===== src/design/psieve_pkg.sv =====
// ----------------------------------------------------------------------------
// psieve_pkg
// Shared constants and controller/datapath interface types for the prime
// sieve table.
// ----------------------------------------------------------------------------
package psieve_pkg;

  // Table depth and derived widths
  localparam int MAX_LIMIT = 4096;
  localparam int ADDR_W    = $clog2(MAX_LIMIT);

  // Fixed field widths
  localparam int LIMIT_W = 13;
  localparam int QUERY_W = 12;

  localparam logic [LIMIT_W-1:0] LIMIT_RESET = LIMIT_W'(4096);
  localparam logic [LIMIT_W-1:0] LIMIT_MAX   = LIMIT_W'(MAX_LIMIT);
  localparam logic [LIMIT_W-1:0] FIRST_PRIME = LIMIT_W'(2);

  // Commands from controller to datapath
  typedef struct packed {
    logic i_clr;      // i := 0
    logic i_first;    // i := first prime
    logic i_inc;      // i := i + 1
    logic j_init;     // j := 2 * i
    logic j_step;     // j := j + i
    logic wr_en;      // write the bit table
    logic wr_mark;    // 1: clear entry j, 0: fill entry i
    logic rd_query;   // read address from query port, else from i
    logic q_load;     // capture range flag of accepted query
    logic out_load;   // load result register
  } psieve_cmd_t;

  // Status from datapath to controller
  typedef struct packed {
    logic i_lt_n;
    logic j_lt_n;
    logic rd_bit;
  } psieve_sts_t;

endpackage


===== src/design/psieve_ctrl.sv =====
// ----------------------------------------------------------------------------
// psieve_ctrl
// Controller: sequences the table build and runs the query handshake.
// ----------------------------------------------------------------------------
module psieve_ctrl
  import psieve_pkg::*;
(
  input  logic        clk,
  input  logic        rst_n,
  input  logic        cfg_wr_en,
  input  logic        in_valid,
  output logic        in_stall,
  output logic        out_valid,
  input  logic        out_stall,
  input  psieve_sts_t sts,
  output psieve_cmd_t cmd
);

  typedef enum logic [2:0] {
    ST_IDLE,
    ST_FILL,
    ST_SCAN_RD,
    ST_SCAN_CHK,
    ST_MARK,
    ST_SERVE
  } state_t;

  state_t state_r, state_nxt;
  logic   pend_r, pend_nxt;
  logic   out_valid_r, out_valid_nxt;
  logic   accept;

  assign in_stall  = (state_r != ST_SERVE) || pend_r || (out_valid_r && out_stall);
  assign accept    = in_valid && !in_stall;
  assign out_valid = out_valid_r;

  always_comb begin
    cmd       = '0;
    state_nxt = state_r;
    unique case (state_r)
      ST_IDLE: begin
        if (in_valid) begin
          cmd.i_clr = 1'b1;
          state_nxt = ST_FILL;
        end
      end
      ST_FILL: begin
        if (sts.i_lt_n) begin
          cmd.wr_en = 1'b1;
          cmd.i_inc = 1'b1;
        end else begin
          cmd.i_first = 1'b1;
          state_nxt   = ST_SCAN_RD;
        end
      end
      ST_SCAN_RD: begin
        state_nxt = sts.i_lt_n ? ST_SCAN_CHK : ST_SERVE;
      end
      ST_SCAN_CHK: begin
        if (sts.rd_bit) begin
          cmd.j_init = 1'b1;
          state_nxt  = ST_MARK;
        end else begin
          cmd.i_inc = 1'b1;
          state_nxt = ST_SCAN_RD;
        end
      end
      ST_MARK: begin
        if (sts.j_lt_n) begin
          cmd.wr_en   = 1'b1;
          cmd.wr_mark = 1'b1;
          cmd.j_step  = 1'b1;
        end else begin
          cmd.i_inc = 1'b1;
          state_nxt = ST_SCAN_RD;
        end
      end
      ST_SERVE: begin
        cmd.rd_query = 1'b1;
        cmd.q_load   = accept;
      end
      default: state_nxt = ST_IDLE;
    endcase
    // A new limit invalidates the table
    if (cfg_wr_en) begin
      state_nxt = ST_IDLE;
    end
    cmd.out_load = pend_r;
  end

  always_comb begin
    pend_nxt      = accept;
    out_valid_nxt = out_valid_r;
    if (pend_r) begin
      out_valid_nxt = 1'b1;
    end else if (out_valid_r && !out_stall) begin
      out_valid_nxt = 1'b0;
    end
  end

  always_ff @(posedge clk) begin
    if (!rst_n) begin
      state_r     <= ST_IDLE;
      pend_r      <= 1'b0;
      out_valid_r <= 1'b0;
    end else begin
      state_r     <= state_nxt;
      pend_r      <= pend_nxt;
      out_valid_r <= out_valid_nxt;
    end
  end

endmodule


===== config.mk =====
export PLATFORM = sky130hd
export DESIGN_NAME = psieve_ctrl
export DESIGN_NICKNAME = d
export VERILOG_FILES = /design/src/design/psieve_pkg.sv /design/src/design/psieve_ctrl.sv
export SDC_FILE = /design/constraint.sdc
export NUM_CORES = 1
export LEC_CHECK = 0
export ABC_AREA = 1
export BUFFER_PORTS_ARGS = -buffer_cell sky130_fd_sc_hd__buf_2
export CAP_MARGIN = 10
export CORE_AREA = 2 2 39 41
export CTS_CLUSTER_SIZE = 16
export DETAILED_ROUTE_END_ITERATION = 8
export DIE_AREA = 0 0 41 43
export HOLD_SLACK_MARGIN = 0.15
export PLACE_DENSITY_LB_ADDON = 0.15
export SLEW_MARGIN = 20
export SYNTH_ARGS = -nofsm -noshare
export SYNTH_HDL_FRONTEND = slang
export SYNTH_SLANG_ARGS = --single-unit

===== constraint.sdc =====
create_clock -name clk -period 1.1 [get_ports clk]
set_input_delay 0.11 -clock clk [delete_from_list [all_inputs] [get_ports clk]]
set_output_delay 0.11 -clock clk [all_outputs]
set_load 0.01 [all_outputs]

### Word level (Yosys, flattened, before mapping)

Index checks and enable logic that the tools add are counted.

| word-level totals | value |
|---|---|
| output and inout bits | 12 |
| word-level logic and storage cells | 48 |
| register bits after elaboration | 5 |
| bits of input ports | 8 |

| operators by class | value |
|---|---|
| equal/unequal tests | 9 |
| multiplexer cells | 23 |
| bitwise operators | 2 |
| reductions and logical operators | 11 |

Operators with widths:

| kind | number |
|---|---|
| $mux W3 | 6 |
| $pmux W3 S6 | 1 |
| $mux W1 | 13 |
| $eq A3 B2 Y1 const B | 2 |
| $eq A3 B3 Y1 const B | 2 |
| $ne A2 B2 Y1 const B | 3 |
| $reduce_and A4 Y1 | 1 |
| $eq A3 B1 Y1 const B | 1 |
| $logic_and A1 B1 Y1 | 3 |
| $logic_not A3 Y1 | 1 |
| $ne A3 B3 Y1 const B | 1 |
| $pmux W1 S3 | 1 |
| $logic_not A1 Y1 | 2 |
| $logic_or A1 B1 Y1 | 2 |
| $mux W2 | 1 |
| $not A1 Y1 | 2 |
| $pmux W1 S2 | 1 |
| $reduce_bool A2 Y1 | 1 |
| $reduce_or A2 Y1 | 1 |

### Depth between registers and ports, before layout

Gate-level depths: netlist (run 1).

| logic depth | value |
|---|---|
| depth in word-level cells | 6 |
| depth in mapped cells | 7 |
| gate-level depth less buffers | 7 |

### Worst setup path before layout (run 1)

No wires, ideal clock.

| path | value |
|---|---|
| kind | reg2out |
| start | register state_r[0] |
| end | output cmd[1] (netlist name) |
| data required time | 0.990 ns |
| arrival | 0.953 ns |
| path buffers | 1 |
| path slack | 0.037 ns |
| stages on the path, launching flop included | 6 |
| cells stage by stage | dfxtp_1 > buf_4 > nand3_1 > inv_1 > nand2_1 > nor2_1 |

RTL lines:

| what | line | source |
|---|---|---|
| start: declaration | psieve_ctrl.sv:28 | `state_t state_r, state_nxt;` |
| start signal: assignment | psieve_ctrl.sv:107 | `state_r <= state_nxt;` |
| end: declaration | psieve_ctrl.sv:16 | `output psieve_cmd_t cmd` |

==> flow_summary.toml, run 1 <==
[global_route]
grt_pass1_wl_microns = 1511
grt_pass1_vias = 393
grt_overflow = 0
grt_util_all_layers_pct = 12.96
antenna_found_initial = 0
grt_max_degree = 6

[cells_and_area]
nNetsFinal = 99
syn_to_final_growth_pct = 99.64
instances_no_fill = 106
nFillCells = 139
fin_area_sq_um = 689.4
layout-drive-gt1-share_pct = 63.33
postLayoutCoreUtil_pct = 49.82
diodes = 0

[timing]
hold_viol_final = 0
fin_worst_skew_ns = 0.0004713
setup_slack_ns = -0.1922
rsz0062_at_grt = "true"
worst_pin_slew_ns = 0.1964
max_freq_ghz = 0.7738
slew_headroom_pct = 86.91
final-setup-viol-count = 12
layout_worst_path_cycle_share_pct = 117.5
drv_slew = 0
period_needed_ns = 1.292

[critical_path]
critPathMaxFanout = 3
rrSetupSlack_ns = -0.12
path_class = "reg -> out"
r2r_cells = 8
crit_required_ns = 0.99
worstSetupStartpointType = "flop"
arrival_ns = 1.18
endpoint_kind = "output pin"

[detailed_routing]
detail-route-antenna-nets = 0
wirelength_microns = 1031
wl_per_cell_microns = 9.726
viasPerCell = 4.443
post-route-drc-count = 0
drt_iter0_markers = 3
firstDrtPassIters = 2
vias = 471

[synthesis]
synth-seq-cells = 5
synth_cells = 52
synth.distinct_cells = 18
postSynthAreaPerCell_sq_um = 6.641
synth_warnings = 0
ys_seq_area_share_pct = 28.99
synth_area_sq_um = 345.3
synth_nets = 60

[power_and_ir_drop]
p_total_uw = 510.2
power_density_mw_per_mm2 = 740.1
swShare_pct = 25.45
power.internal_uw = 380.4
clkPwrFrac_pct = 40.7
max-vdd-ir-drop_v = 0.0004132
p_seq_share_pct = 36.7
p_leak_uw = 0.0003630
pwr-share-comb_pct = 22.6
p_sw_uw = 129.8

[placement]
placedInstanceArea_sq_um = 467.9
portBuffers = 19
dpl.hpwl_microns = 724.8
gp_congestion = 0.7139
dp.cells = 88

[floorplan]
io_pins = 20
coreArea_sq_mm = 0.001384
start_util_pct = 24.95
chipWidth_microns = 41
die_h_microns = 43
die_area_sq_mm = 0.001763
rows = 14

[hold_path]
hold_depth = 3
hold_path.class = "in -> reg"

[clock_tree]
cts_buffers = 3
root_buffer = "clkbuf_4"
cts.path.max_buffers = 2
cts_tree = "yes"
path_clk_slew_ns = 0.04
clk_latency_ns = 0.24
htreeDepth = 1
cts.sinks = 5

[status]
status = "finished, violations left"
violations = "setup timing"

[flow_run]
drv_cap = 0
==> power by group through the flow <==
stage	Clock, uW	Sequential (uW)	Combinational (uW)
after global routing	235	187	126
after detailed placement	0	191	77.6
after global placement	0	191	78.7
final	208	187	115
after floorplan	0	189	45.3
after CTS	222	186	96.1
==> state kept, by name, indices dropped and copies added, names as in the netlist <==
register,flops
state_r,3
out_valid,1
pend_r,1
==> cells in the mapped netlist (all sizes together) <==
cell type | count | area, sq um
nor3b | 1 | 12.51
o21ai | 1 | 5.000
buf | 3 | 22.52
nor2 | 10 | 47.55
nand3 | 5 | 30.03
a21oi | 3 | 15.01
inv | 9 | 33.78
nand2 | 8 | 35.03
o211ai | 1 | 7.510
nor3 | 2 | 10.01
dfxtp | 5 | 100.1
o21bai | 1 | 7.510
nand4 | 3 | 18.77
==> cell families after synthesis <==
family                 synth area share (%)
AND/OR/NAND/NOR                       44.57
AO/OA/AOI/OAI                         10.14
buffers and inverters                 16.30
flip-flops                            28.99
==> critical path: stages, from the launching register on <==
cell and delay (ns):
dfxtp_2 0.33, buf_6 0.12, nor2_4 0.11, buf_4 0.12, nand2_1 0.05, nor2_1 0.08
buf_2 0.13
==> layout make-up <==
| class | count | area [sq um] | share of cell area, % |
|---|---|---|---|
| Clock buffer | 4 | 26.28 | 3.811 |
| Timing Repair Buffer | 37 | 267.8 | 38.84 |
| Sequential cell | 5 | 106.4 | 15.43 |
| Inverter | 9 | 36.28 | 5.263 |
| Tap cell | 16 | 20.02 | 2.904 |
| Multi-Input combinational cell | 35 | 232.7 | 33.76 |
==> per-stage QoR <==
stage | TNS, ns | worst slack [ns] | hold slack, ns
after floorplan | 0 | 0.03662 | 0.2610
after global placement | 0 | 0.02168 | 0.3617
after detailed placement | 0 | 0.02285 | 0.3684
after CTS | -1.468 | -0.2266 | 0.1264
after global routing | -2.304 | -0.2722 | 0.1577
final | -1.477 | -0.1922 | 0.1368
==> routing by layer <==
metal | up-vias | global-route usage (%) | wire length, microns | part of all wire (%)
li1 | 244 | - | - | -
met1 | 209 | 14.19 | 416 | 40
met2 | 16 | 20.94 | 547 | 53
met3 | 2 | 1.571 | 60 | 5.8
met4 | 0 | 10.00 | 6 | 0.58
met5 | - | 0 | 0 | 0
==> final timing paths <==
kind,startpoint,endpoint
hold reg to reg,pend_r$_SDFF_PN0_,out_valid$_SDFFE_PN0P_
setup / recovery,state_r[0]$_SDFFE_PP0P_,cmd[9]
hold / removal,out_stall,out_valid$_SDFFE_PN0P_
setup reg to reg,state_r[1]$_SDFFE_PP0P_,state_r[1]$_SDFFE_PP0P_
==> cell usage in the layout, fill, tap and decap left out, types with 2 or more instances in the layout <==
| master | synthesis | layout |
|---|---|---|
| buf_2 | 0 | 15 |
| buf_4 | 3 | 14 |
| nor2_1 | 8 | 8 |
| buf_6 | 0 | 6 |
| inv_1 | 8 | 5 |
| inv_2 | 1 | 3 |
| nand4_1 | 3 | 3 |
| nand2_2 | 2 | 3 |
| nand2_1 | 6 | 3 |
| clkbuf_4 | 0 | 3 |
| nor2_4 | 1 | 2 |
| nand3_2 | 1 | 2 |
| nand2_4 | 0 | 2 |
| a21oi_1 | 3 | 2 |
| nand3_1 | 4 | 2 |
| nor3_1 | 2 | 2 |
| dlygate4sd3_1 | 0 | 2 |
| dfxtp_1 | 5 | 2 |
| dfxtp_2 | 0 | 2 |
==> what timing repair did <==
action                                  4_1_cts  5_1_grt
hold buffers                                  2        0
hold endpoints to repair                      4        0
resized for setup                            17        7
buffers inserted                              7        5
endpoints found under the setup margin       10       13
pin swaps                                     5        7
No activity file was read; power rests on OpenSTA's default activity.
==> run 2: changes to the inputs <==
TNS_END_PERCENT = 20   (was default)
==> run 2 against run 1 <==
Effect of this change: the run still ends with setup timing left; design area is 18% lower; largest cell class is now multi-input combinational cells; fmax increased by 0.89%; non-clock buffer count fell by 8; global-route usage is 0.90 points lower; die area unchanged; combinational power fell by 12%; final cell count decreased by 7.5%; worst setup slack better by 0.011 ns.
==> flow_summary.toml, run 2 (synthesis gave the netlist of run 1 again) <==
[status]
status = "finished, violations left"
violations = "setup timing"

[timing]
hold_viol_final = 0
max_freq_ghz = 0.7808
worst_pin_slew_ns = 0.1945
rsz0062_at_grt = "true"
period_needed_ns = 1.281
layout_worst_path_cycle_share_pct = 116.4
whs_ns = 0.1362
final-setup-viol-count = 12
slew_headroom_pct = 87.04
drv_slew = 0
setup_slack_ns = -0.1808
fin_worst_skew_ns = 0.0003985

[power_and_ir_drop]
max-vdd-ir-drop_v = 0.0004281
p_sw_uw = 121.2
power.internal_uw = 375.5
p_leak_uw = 0.0003135
swShare_pct = 24.41
pwr-share-comb_pct = 20.2
clkPwrFrac_pct = 41.8
p_total_uw = 496.7
power_density_mw_per_mm2 = 874.5
p_seq_share_pct = 38.0

[clock_tree]
root_buffer = "clkbuf_4"
path_clk_slew_ns = 0.04
cts_tree = "yes"
cts.sinks = 5
htreeDepth = 1
cts.path.max_buffers = 2
clk_latency_ns = 0.24
cts_buffers = 3

[critical_path]
crit_required_ns = 0.99
worstSetupStartpointType = "flop"
endpoint_kind = "output pin"
path_class = "reg -> out"
critPathMaxFanout = 3
arrival_ns = 1.17

[floorplan]
start_util_pct = 24.95
coreArea_sq_mm = 0.001384
die_area_sq_mm = 0.001763
chipWidth_microns = 41
die_h_microns = 43
rows = 14
io_pins = 20

[cells_and_area]
postLayoutCoreUtil_pct = 41.05
nNetsFinal = 91
regArea_sq_um = 102.6
mostFrequentLayoutCell = "buf_2"
nFillCells = 152
regMostFlops = "state_r"
diodes = 0
syn_to_final_growth_pct = 64.49
layout-drive-gt1-share_pct = 53.66
largest_reg_flops = 3
final_cell_mix = "19 x buf_2, 8 x nor2_1, 6 x inv_1"
multi_input_area_sq_um = 198.9

[placement]
portBuffers = 19
dpl.hpwl_microns = 724.8
gp_congestion = 0.7139

[detailed_routing]
drt_iter0_markers = 9
vias = 433
viasPerCell = 4.418
detail-route-antenna-nets = 0
post-route-drc-count = 0
wl_per_cell_microns = 9.316
wirelength_microns = 913
firstDrtPassIters = 4

[global_route]
antenna_found_initial = 0
grt_pass1_wl_microns = 1400
grt_overflow = 0
grt_pass1_vias = 377
grt_max_degree = 8
grt_util_all_layers_pct = 12.06

[flow_run]
drv_cap = 0

[hold_path]
hold_path.class = "in -> reg"
[run 2: changes by cell type in the layout (fill, tap and decap cells not counted), moves of 2 or more]
cell     before  now
buf_4        14    5
buf_6         6    3
buf_2        15   19
nand2_4       2    0
[run 2: final timing paths]
path	from	end	slack, ns	cells past startpoint
max	state_r[0]$_SDFFE_PP0P_	cmd[9]	-0.18	6
min	out_stall	out_valid$_SDFFE_PN0P_	0.14	3
max reg2reg	state_r[0]$_SDFFE_PP0P_	state_r[1]$_SDFFE_PP0P_	-0.11	9
min reg2reg	pend_r$_SDFF_PN0_	out_valid$_SDFFE_PN0P_	0.50	2
[run 2: cell type report]
class | count | share of cell area (%)
clock buffers | 4 | 4.626
inverters | 9 | 5.947
multi-input cells | 35 | 35.02
flip-flops and latches | 5 | 18.06
well taps | 16 | 3.524
repair buffers | 29 | 32.82
[run 2: layer usage]
layer | GRT usage, % | wire, microns | vias up
met4 | 10.00 | 6 | 0
li1 | - | - | 227
met1 | 12.58 | 386 | 184
met3 | 1.571 | 72 | 2
met5 | 0 | 0 | -
met2 | 19.69 | 448 | 20
[run 2: power groups by stage]
| stage | registers [uW] | clock network [uW] | logic (uW) |
|---|---|---|---|
| after floorplan | 189 | 0 | 45.3 |
| final | 189 | 208 | 101 |
| after global routing | 189 | 235 | 110 |
| after CTS | 188 | 222 | 92.8 |
| after detailed placement | 191 | 0 | 77.6 |
| after global placement | 191 | 0 | 78.7 |
[run 2: stage by stage]
stage	area (sq um)	cells	setup TNS (ns)	setup WS, ns
2_1_floorplan	345.3	52	0	0.03662
3_3_place_gp	467.9	88	0	0.02168
3_5_place_dp	467.9	88	0	0.02285
4_1_cts	545.5	96	-1.503	-0.2266
5_1_grt	568.0	98	-2.411	-0.2529
6_report	568.0	98	-1.312	-0.1808
[run 2: critical path: stages, from the launching register on]
cell and delay (ns):
dfxtp_2 0.33, buf_6 0.11, nor2_4 0.11, buf_4 0.13
nand2_1 0.05, nor2_1 0.08, buf_2 0.13
[run 2: what timing repair did]
item,in CTS,in global routing
endpoints found under the hold margin,4,0
hold buffers,2,0
resized for setup,7,3
pin swaps,3,4
setup endpoints to repair,10,13
setup buffers,2,2
==> run 3: changes to the inputs <==
BUFFER_PORTS_ARGS = -buffer_cell sky130_fd_sc_hd__buf_4   (was -buffer_cell sky130_fd_sc_hd__buf_2)
==> run 3 against run 2 <==
Effect of this change: the run still ends with setup timing left; sequential share of layout area shrank 1.2 points; register-to-register slack gained 0.03 ns; sequential power is essentially flat; clock power is essentially flat; clock skew grew 0.0023 ns; first-iteration DRC count shrank 78%.
==> flow_summary.toml, run 3 (synthesis gave the netlist of run 1 again) <==
[floorplan]
io_pins = 20
chipWidth_microns = 41
rows = 14
start_util_pct = 24.95
coreArea_sq_mm = 0.001384
die_h_microns = 43
die_area_sq_mm = 0.001763

[power_and_ir_drop]
p_leak_uw = 0.0003221
clkPwrFrac_pct = 41.7
swShare_pct = 23.86
max-vdd-ir-drop_v = 0.0005786
pwr-share-comb_pct = 20.0
power.internal_uw = 375.9
p_sw_uw = 117.8
p_seq_share_pct = 38.2
power_density_mw_per_mm2 = 810.1

[timing]
rsz0062_at_grt = "true"
fin_worst_skew_ns = 0.002707
layout_worst_path_cycle_share_pct = 117.5
period_needed_ns = 1.292
worst_pin_slew_ns = 0.1629
setup_slack_ns = -0.1920
hold_viol_final = 0
max_freq_ghz = 0.7740
drv_slew = 0
whs_ns = 0.1272
slew_headroom_pct = 89.02
final-setup-viol-count = 10
tns_ns = -1.193

[global_route]
grt_pass1_vias = 429
grt_max_degree = 8
grt_overflow = 0
grt_pass1_wl_microns = 1552
antenna_found_initial = 0
grt_util_all_layers_pct = 13.25

[detailed_routing]
drt_iter0_markers = 2
vias = 436
viasPerCell = 4.449
detail-route-antenna-nets = 0
wirelength_microns = 960
firstDrtPassIters = 4
post-route-drc-count = 0
wl_per_cell_microns = 9.796

[cells_and_area]
nFillCells = 167
largest_reg_flops = 3
regMostFlops = "state_r"
final_cell_mix = "25 x buf_4, 8 x nor2_1, 7 x inv_1"
nNetsFinal = 91
layout-drive-gt1-share_pct = 51.22
mostFrequentLayoutCell = "buf_4"
diodes = 0
instances_no_fill = 98
syn_to_final_growth_pct = 76.45

[critical_path]
critPathMaxFanout = 4
reg2reg_to = "state_r[1]$_SDFFE_PP0P_"
arrival_ns = 1.18
crit_path_top_delay_cell = "dfxtp_2"
r2r_cells = 8
rrSetupSlack_ns = -0.08
slowest_delay_ns = 0.33
endpoint_kind = "output pin"
crit_chain = "buf_6, nor2_4, nand3_2, nand2_2, buf_4"
crit_required_ns = 0.99
path_class = "reg -> out"
crit_start = "state_r[1]$_SDFFE_PP0P_"
timing.rr.start = "state_r[1]$_SDFFE_PP0P_"
worstSetupStartpointType = "flop"

[placement]
portBuffers = 19
gp_congestion = 0.7097
dp.cells = 90
dp_slack_ns = 0.03430
dpl.hpwl_microns = 731.8

[hold_path]
holdPathEnd = "out_valid$_SDFFE_PN0P_"
hold_path.class = "in -> reg"
hold_depth = 3
hp-start = "out_stall"

[clock_tree]
htreeDepth = 1
cts_buffers = 3
cts.sinks = 5
clk_latency_ns = 0.24
root_buffer = "clkbuf_4"
cts_tree = "yes"
cts.path.max_buffers = 2
path_clk_slew_ns = 0.04

[flow_run]
drv_cap = 0

[status]
status = "finished, violations left"
violations = "setup timing"
-- run 3: critical path: cells and delay by family, from the launching register on --
| family | cells | cell delay (ns) |
|---|---|---|
| buffers and inverters | 2 | 0.23 |
| flip-flops | 1 | 0.33 |
| AND/OR/NAND/NOR | 3 | 0.37 |
-- run 3: power groups by stage --
stage                     Clock [uW]  Sequential, uW  Combinational (uW)
after global routing             230             189                 110
after detailed placement           0             190                90.3
after global placement             0             190                90.8
after floorplan                    0             189                45.3
after CTS                        220             188                98.5
final                            206             189                98.9
-- run 3: how the worst max path moves through the flow --
stage	to	slack (ns)	cells past startpoint
global route	cmd[7]	-0.27	5
CTS	cmd[7]	-0.22	5
global placement	cmd[7]	0.05	5
finish	cmd[4]	-0.19	5
floorplan	cmd[1]	0.04	5
detailed placement	cmd[7]	0.03	5
-- run 3: metrics by stage --
step / area (sq um) / total power [uW] / util, %
floorplan: 345.3 / 234.5 / -
global placement: 530.5 / 281.0 / 38.34
detailed placement: 530.5 / 280.7 / 38.34
CTS: 591.8 / 506.1 / 42.77
global route: 609.3 / 528.7 / 44.03
finish: 609.3 / 493.6 / 44.03
-- run 3: what timing repair did --
| action | in CTS | in global routing |
|---|---|---|
| hold buffers | 2 | 0 |
| gates resized for setup | 4 | 3 |
| hold endpoints to repair | 4 | 0 |
| pin swaps | 3 | 3 |
| buffers inserted | 1 | 1 |
| endpoints found under the setup margin | 9 | 13 |
-- run 3: area by class of cell --
class | count | area [sq um] | share of cell area, %
inverter | 9 | 33.78 | 5.544
clock buffer | 4 | 26.28 | 4.312
multi-input combinational | 35 | 196.4 | 32.24
tap | 16 | 20.02 | 3.285
sequential | 5 | 102.6 | 16.84
timing repair buffer | 29 | 230.2 | 37.78
-- run 3: per-layer routing --
metal	track usage (%)	share of wire, %	vias to the layer above
li1	-	-	225
met3	1.571	5.5	2
met1	13.83	40	193
met4	10.00	0.63	0
met5	0	0	-
met2	22.19	54	16
